File: src/sv/bdq_pkg.sv
// Shared types and constants for the bounded deque with index access.
// No dependencies; imported by the deque, its scoreboard and the testbench top.
package bdq_pkg;

    localparam int DEF_CAPACITY   = 16;
    localparam int DEF_VALUE_BITS = 64;

    localparam int ACTION_W = 3;
    localparam int POS_W    = 4;
    localparam int ITEM_W   = 64;
    localparam int STATUS_W = 2;
    localparam int COUNT_W  = 5;

    typedef enum logic [ACTION_W-1:0] {
        ACT_PUSH_FRONT = 3'd0,
        ACT_PUSH_BACK  = 3'd1,
        ACT_POP_FRONT  = 3'd2,
        ACT_POP_BACK   = 3'd3,
        ACT_READ_IDX   = 3'd4,
        ACT_WRITE_IDX  = 3'd5,
        ACT_SIZE       = 3'd6
    } t_action;

    typedef enum logic [STATUS_W-1:0] {
        ST_OK    = 2'd0,
        ST_EMPTY = 2'd1,
        ST_FULL  = 2'd2,
        ST_RANGE = 2'd3
    } t_status;

endpackage

File: src/sv/bounded_deque_with_index_access.sv
// Bounded double-ended queue kept as a ring in one synchronous memory.
// The result strobe o_done rises in the cycle after the start transfer.
// Throughput: one action per cycle; busy stays low. Results come from the memory's
// registered read port; writes land at the transfer edge.
// Reset (i_rst_n low, synchronous) empties the queue; slot contents are kept.
// Results cannot be stalled: each one is on the ports for a single cycle.
module bounded_deque_with_index_access
    import bdq_pkg::*;
#(
    parameter int CAPACITY   = DEF_CAPACITY,
    parameter int VALUE_BITS = DEF_VALUE_BITS
) (
    input  logic                i_clk,
    input  logic                i_rst_n,
    input  logic                start,
    output logic                busy,
    input  logic [ACTION_W-1:0] i_action,
    input  logic [POS_W-1:0]    i_position,
    input  logic [ITEM_W-1:0]   i_item_value,
    output logic                o_done,
    output logic [STATUS_W-1:0] o_status,
    output logic [ITEM_W-1:0]   o_result_value,
    output logic [COUNT_W-1:0]  o_count
);

    localparam int SW   = (CAPACITY > 1) ? $clog2(CAPACITY) : 1;
    localparam int CW   = $clog2(CAPACITY + 1);
    localparam int CMPW = (CW > POS_W) ? CW : POS_W;
    localparam logic [CW:0]   CAP_W   = (CW+1)'(CAPACITY);
    localparam logic [CW-1:0] CAP_C   = CW'(CAPACITY);
    localparam logic [SW-1:0] LAST_SL = SW'(CAPACITY - 1);

    logic [VALUE_BITS-1:0] mem [CAPACITY];

    logic [SW-1:0]         r_front, n_front;
    logic [CW-1:0]         r_count, n_count;
    logic                  r_done;
    t_status               r_status, n_status;
    logic                  r_use_data, n_use_data;
    logic [VALUE_BITS-1:0] r_rd_data;

    t_action               act;
    logic                  accept;
    logic                  full, empty, pos_ok;
    logic [CW-1:0]         ring_off;
    logic [CW:0]           ring_sum;
    logic [SW-1:0]         ring_slot;
    logic [SW-1:0]         front_dec;
    logic [SW-1:0]         rd_addr, wr_addr;
    logic                  wr_en;
    logic [CMPW-1:0]       pos_ext, cnt_ext;
    logic [ITEM_W-1:0]     data_ext;
    logic [CW+COUNT_W-1:0] cnt_out;

    assign busy   = 1'b0;
    assign accept = start;
    assign act    = t_action'(i_action);

    assign full    = (r_count == CAP_C);
    assign empty   = (r_count == '0);
    assign pos_ext = CMPW'(i_position);
    assign cnt_ext = CMPW'(r_count);
    assign pos_ok  = (pos_ext < cnt_ext);

    assign front_dec = (r_front == '0) ? LAST_SL : r_front - 1'b1;

    // Offset is always below CAPACITY when used, so one subtract wraps it.
    always_comb begin
        case (act)
            ACT_PUSH_BACK: ring_off = r_count;
            ACT_POP_FRONT: ring_off = CW'(1);
            ACT_POP_BACK:  ring_off = r_count - 1'b1;
            default:       ring_off = CW'(i_position);
        endcase
        ring_sum = (CW+1)'(r_front) + (CW+1)'(ring_off);
        if (ring_sum >= CAP_W) begin
            ring_sum = ring_sum - CAP_W;
        end
        ring_slot = ring_sum[SW-1:0];
    end

    always_comb begin
        n_front    = r_front;
        n_count    = r_count;
        n_status   = ST_OK;
        n_use_data = 1'b0;
        wr_en      = 1'b0;
        wr_addr    = ring_slot;
        rd_addr    = ring_slot;
        unique case (act)
            ACT_PUSH_FRONT: begin
                wr_addr = front_dec;
                if (full) begin
                    n_status = ST_FULL;
                end else begin
                    wr_en   = accept;
                    n_front = front_dec;
                    n_count = r_count + 1'b1;
                end
            end
            ACT_PUSH_BACK: begin
                if (full) begin
                    n_status = ST_FULL;
                end else begin
                    wr_en   = accept;
                    n_count = r_count + 1'b1;
                end
            end
            ACT_POP_FRONT: begin
                rd_addr = r_front;
                if (empty) begin
                    n_status = ST_EMPTY;
                end else begin
                    n_use_data = 1'b1;
                    n_front    = ring_slot;
                    n_count    = r_count - 1'b1;
                end
            end
            ACT_POP_BACK: begin
                if (empty) begin
                    n_status = ST_EMPTY;
                end else begin
                    n_use_data = 1'b1;
                    n_count    = r_count - 1'b1;
                end
            end
            ACT_READ_IDX: begin
                if (!pos_ok) begin
                    n_status = ST_RANGE;
                end else begin
                    n_use_data = 1'b1;
                end
            end
            ACT_WRITE_IDX: begin
                if (!pos_ok) begin
                    n_status = ST_RANGE;
                end else begin
                    wr_en = accept;
                end
            end
            default: begin
                // size and the unused code leave everything as it is
            end
        endcase
    end

    always_ff @(posedge i_clk) begin
        if (wr_en) begin
            mem[wr_addr] <= i_item_value[VALUE_BITS-1:0];
        end
        r_rd_data <= mem[rd_addr];
    end

    always_ff @(posedge i_clk) begin
        if (!i_rst_n) begin
            r_front <= '0;
            r_count <= '0;
            r_done  <= 1'b0;
        end else begin
            r_done <= accept;
            if (accept) begin
                r_front <= n_front;
                r_count <= n_count;
            end
        end
    end

    always_ff @(posedge i_clk) begin
        if (accept) begin
            r_status   <= n_status;
            r_use_data <= n_use_data;
        end
    end

    always_comb begin
        data_ext                   = '0;
        data_ext[VALUE_BITS-1:0]   = r_rd_data;
    end

    assign cnt_out        = (CW+COUNT_W)'(r_count);
    assign o_done         = r_done;
    assign o_status       = r_status;
    assign o_result_value = r_use_data ? data_ext : '0;
    assign o_count        = cnt_out[COUNT_W-1:0];

    a_count_bound: assert property (@(posedge i_clk) disable iff (!i_rst_n)
        (CW+1)'(r_count) <= CAP_W)
        else $error("entry count above capacity");

    a_done_follows: assert property (@(posedge i_clk) disable iff (!i_rst_n)
        accept |=> o_done)
        else $error("accepted action produced no result");

    a_full_push: assert property (@(posedge i_clk) disable iff (!i_rst_n)
        accept && full && (act == ACT_PUSH_FRONT || act == ACT_PUSH_BACK)
        |=> o_status == ST_FULL && $stable(r_count) && $stable(r_front))
        else $error("push on full queue changed state");

    a_empty_pop: assert property (@(posedge i_clk) disable iff (!i_rst_n)
        accept && empty && (act == ACT_POP_FRONT || act == ACT_POP_BACK)
        |=> o_status == ST_EMPTY && $stable(r_count))
        else $error("pop on empty queue changed state");

    a_zero_on_error: assert property (@(posedge i_clk) disable iff (!i_rst_n)
        o_done && o_status != ST_OK |-> o_result_value == '0)
        else $error("nonzero value with error status");

endmodule

File: config.mk
export PLATFORM = sky130hd
export DESIGN_NAME = bounded_deque_with_index_access
export DESIGN_NICKNAME = d
export VERILOG_FILES = /design/src/sv/bdq_pkg.sv /design/src/sv/bounded_deque_with_index_access.sv
export SDC_FILE = /design/constraint.sdc
export NUM_CORES = 1
export LEC_CHECK = 0
export BUFFER_PORTS_ARGS = -buffer_cell sky130_fd_sc_hd__buf_2
export CORE_MARGIN = 2
export CORE_UTILIZATION = 60
export CTS_BUF_LIST = sky130_fd_sc_hd__clkbuf_2 sky130_fd_sc_hd__clkbuf_4 sky130_fd_sc_hd__clkbuf_8
export CTS_CLUSTER_SIZE = 28
export DETAILED_ROUTE_END_ITERATION = 10
export GPL_TIMING_DRIVEN = 0
export PLACE_DENSITY = 0.74
export SYNTH_ARGS = -nofsm -noshare
export SYNTH_HDL_FRONTEND = slang
export SYNTH_SLANG_ARGS = --single-unit
File: constraint.sdc
create_clock -name i_clk -period 11.4 [get_ports i_clk]
set_clock_uncertainty 0.2 [all_clocks]
set_input_delay 2.28 -clock i_clk [delete_from_list [all_inputs] [get_ports i_clk]]
set_output_delay 2.28 -clock i_clk [all_outputs]
set_load 0.02 [all_outputs]
==> reports/qor.yml <==
outcome: "complete, no violations"
io_buffers: 144
core_um2: 70150
cts_hold_buf: 0
rsz0062_at_grt: "no"
critPathKind: "input pin to flip-flop"
synth_fp_nets: 3082
maxSlewHeadroom: 0.03454
p_int_w: 0.006734
ant_nets: 0
wl_mm: 105.4
final_cell_mix: "edfxtp_1 (1027), nand2_1 (654), a21oi_1 (330), buf_2 (236), nand3_1 (197)"
ctsResizeCount: 0
place.gp.congestion: 0.8557
max_stage_delay_ns: 0.97
power_frac_seq: 0.495
grt_max_degree: 31
ys_seq_elements: 1101
clock_sinks: 1101
syn_area_um2: 42650
netlist_instances: 2996
combPwrFrac: 0.153
first_pass_iters: 6
clkPwrFrac: 0.352
ys_async_sr_fraction: 0
die_area_um2: 73230
hold_path_class: "flip-flop to flip-flop"
cts_tree: "done"
grt.busiest_layer: "met2"
period_needed_ns: 6.311
root_buffer: "clkbuf_8"
syn_to_final_growth_pct: 14.50
cts_max_level: 4
die_w_um: 270.6
hold_violations: 0
synth_enable_flop_cells: 1027
peakVddDrop_uv: 118.6
dr_total_vias: 27230
p_switching_w: 0.002509
drt_iter0_drc: 2847
crit_required_ns: 11.93
final_max_slew_viol_count: 0
layout.nets: 3445
dpl.hpwl_mm: 69.73
yosysWarnings: 0
crit_chain: "buf_4, clkbuf_1, xnor2_1, a22oi_1, ha_1, inv_1, fa_1, xor2_1, o21ai_2, clkbuf_1, clkbuf_1, nand2_1, a32oi_1, nand3_1, mux2i_1"
die_y_um: 270.6
setup_viol: 0
crit_family: "buffers and inverters"
final_common_cell: "edfxtp_1"
period_share: 0.5536
wire_per_inst_um: 23.69
cts.path.max_buffers: 3
drc: 0
power_density_nw_per_um2: 189.3
grt_pass1_vias: 27350
cp-end-kind: "flip-flop"
report.power.total_w: 0.009243
worstSetupStartpointType: "input pin"
max-cap-violations: 0
drive_gt1_frac: 0.1753
use_met3: 0.05760
path_common_cell: "clkbuf_1"
ys_seq_area_frac: 0.7578
utilization: 0.6962
syn_avg_cell_area_um2: 14.24
gr-usage-met2: 0.4686
start_util: 0.6080
cts_setup_buffers: 0
met1_usage: 0.3793
path_max_fanout: 10
numCtsBuffers: 168
ys.flop_type: "edfxtp_1"
clkLatencyLatePin_ns: 0.83
grt-ovfl-total: 0
track_usage: 0.2873
synth_cell_types: 66
p_leak_nw: 17.19
path_clk_slew_ns: 0.06
antenna_found_initial: 8
num_io_pins: 147
tightestPinTransition_ns: 1.447
crit_arrival_ns: 6.84
cpMaxStageDelayCell: "clkbuf_1"
rows: 97
via_per_inst: 6.121
max_freq_ghz: 0.1585
critPathBufInv: 5
switching_share: 0.2715
tns_ns: 0
grt_pass1_wl_mm: 158.8
## power by group through the flow
stage	clock [W]	combinational (W)	sequential (W)
final	0.00325	0.00141	0.00458
after global routing	0.00345	0.00152	0.00459
after CTS	0.00328	0.00140	0.00458
after detailed placement	0	0.00139	0.00466
after global placement	0	0.00132	0.00467
after floorplan	0	0.000852	0.00466
## per-layer routing
layer  up-vias  wire (µm)  share of wire
li1      12030          -              -
met3       245       9239          0.088
met5         -         72        0.00068
met2      1439      51490           0.49
met4         7       3574          0.034
met1     13510      41020           0.39
## flip-flops by register name, summed over array words and instances, names as in the netlist
| signal | flops |
|---|---|
| data_ext | 64 |
| o_status | 2 |
| o_count | 5 |
| r_use_data | 1 |
| mem | 1024 |
| o_done | 1 |
| r_front | 4 |
## worst register-to-register path, stage by stage (launching register included)
cell      delay (ns)
dfxtp_1         0.36
clkbuf_2        0.21
inv_1           0.11
ha_1            0.35
a21oi_1         0.17
a22o_1          0.17
inv_1           0.06
fa_1            0.39
xor2_1          0.23
o21ai_2         0.38
clkbuf_1        0.97
clkbuf_1        0.83
nand2_1         0.15
a32oi_1         0.25
nand3_1         0.11
mux2i_1         0.14
## through the flow
step	instances	instance area, µm²	hold slack, ns	worst slack [ns]
6_report	4449	48840	0.3788	5.089
5_1_grt	4444	48820	0.4120	4.969
4_1_cts	4443	48820	0.3734	5.259
3_5_place_dp	4129	45420	0.3651	4.426
3_3_place_gp	4080	44550	0.3352	-2.125
2_1_floorplan	2996	42650	0.2988	2.058
## cell usage after synthesis, types with 3 or more instances
| cell type | instances | area, µm² |
|---|---|---|
| edfxtp_1 | 1027 | 30840 |
| nand2_1 | 654 | 2455 |
| a21oi_1 | 330 | 1652 |
| nand3_1 | 197 | 986.0 |
| mux2i_1 | 131 | 1311 |
| buf_2 | 92 | 460.4 |
| clkbuf_1 | 82 | 307.8 |
| dfxtp_1 | 74 | 1481 |
| and2_1 | 68 | 425.4 |
| a22oi_1 | 65 | 488.0 |
| a221oi_1 | 64 | 560.5 |
| a32oi_1 | 64 | 560.5 |
| nor2_1 | 20 | 75.07 |
| ha_1 | 11 | 137.6 |
| inv_1 | 11 | 41.29 |
| buf_4 | 8 | 60.06 |
| buf_6 | 8 | 90.09 |
| o21ai_0 | 8 | 40.04 |
| nand4_1 | 5 | 31.28 |
| nor3_1 | 5 | 25.02 |
| xnor2_1 | 5 | 43.79 |
| buf_1 | 4 | 15.01 |
| nand2b_1 | 4 | 25.02 |
| nor2b_1 | 4 | 25.02 |
| a21boi_0 | 3 | 22.52 |
| or3_1 | 3 | 18.77 |
| xor2_1 | 3 | 26.28 |
## worst paths after layout
check | start | endpoint | slack [ns] | depth (start not counted)
max | i_action[1] | data_ext[62] | 5.09 | 15
min | r_front[1] | r_front[1] | 0.38 | 2
max reg2reg | o_count[0] | data_ext[62] | 6.26 | 15
min reg2reg | r_front[1] | r_front[1] | 0.38 | 2
## area by class of cell
class	count	area (µm²)
multi-input cells	1689	9463
inverters	11	41.29
diodes	6	15.01
clock buffers	238	2875
clock inverters	76	521.8
repair buffers	193	1483
flip-flops and latches	1101	32320
plain buffers	195	939.7
fillers	4679	21310
well taps	940	1176
## logic make-up (layout without fill, tap and decap cells)
logic type               count (synthesis)  in the layout  share of synthesized area
XOR/XNOR                                 8              8                   0.001643
AO/OA/AOI/OAI                          560            560                    0.08364
adder cells (fa/ha/maj)                 12             12                   0.003696
multiplexers                           134            134                    0.03159
flip-flops                            1101           1101                     0.7578
buffers and inverters                  206            713                    0.02297
AND/OR/NAND/NOR                        974            974                    0.09857
other                                    1              7                 0.00008792
Note: power is estimated with default switching activity, not from simulation.
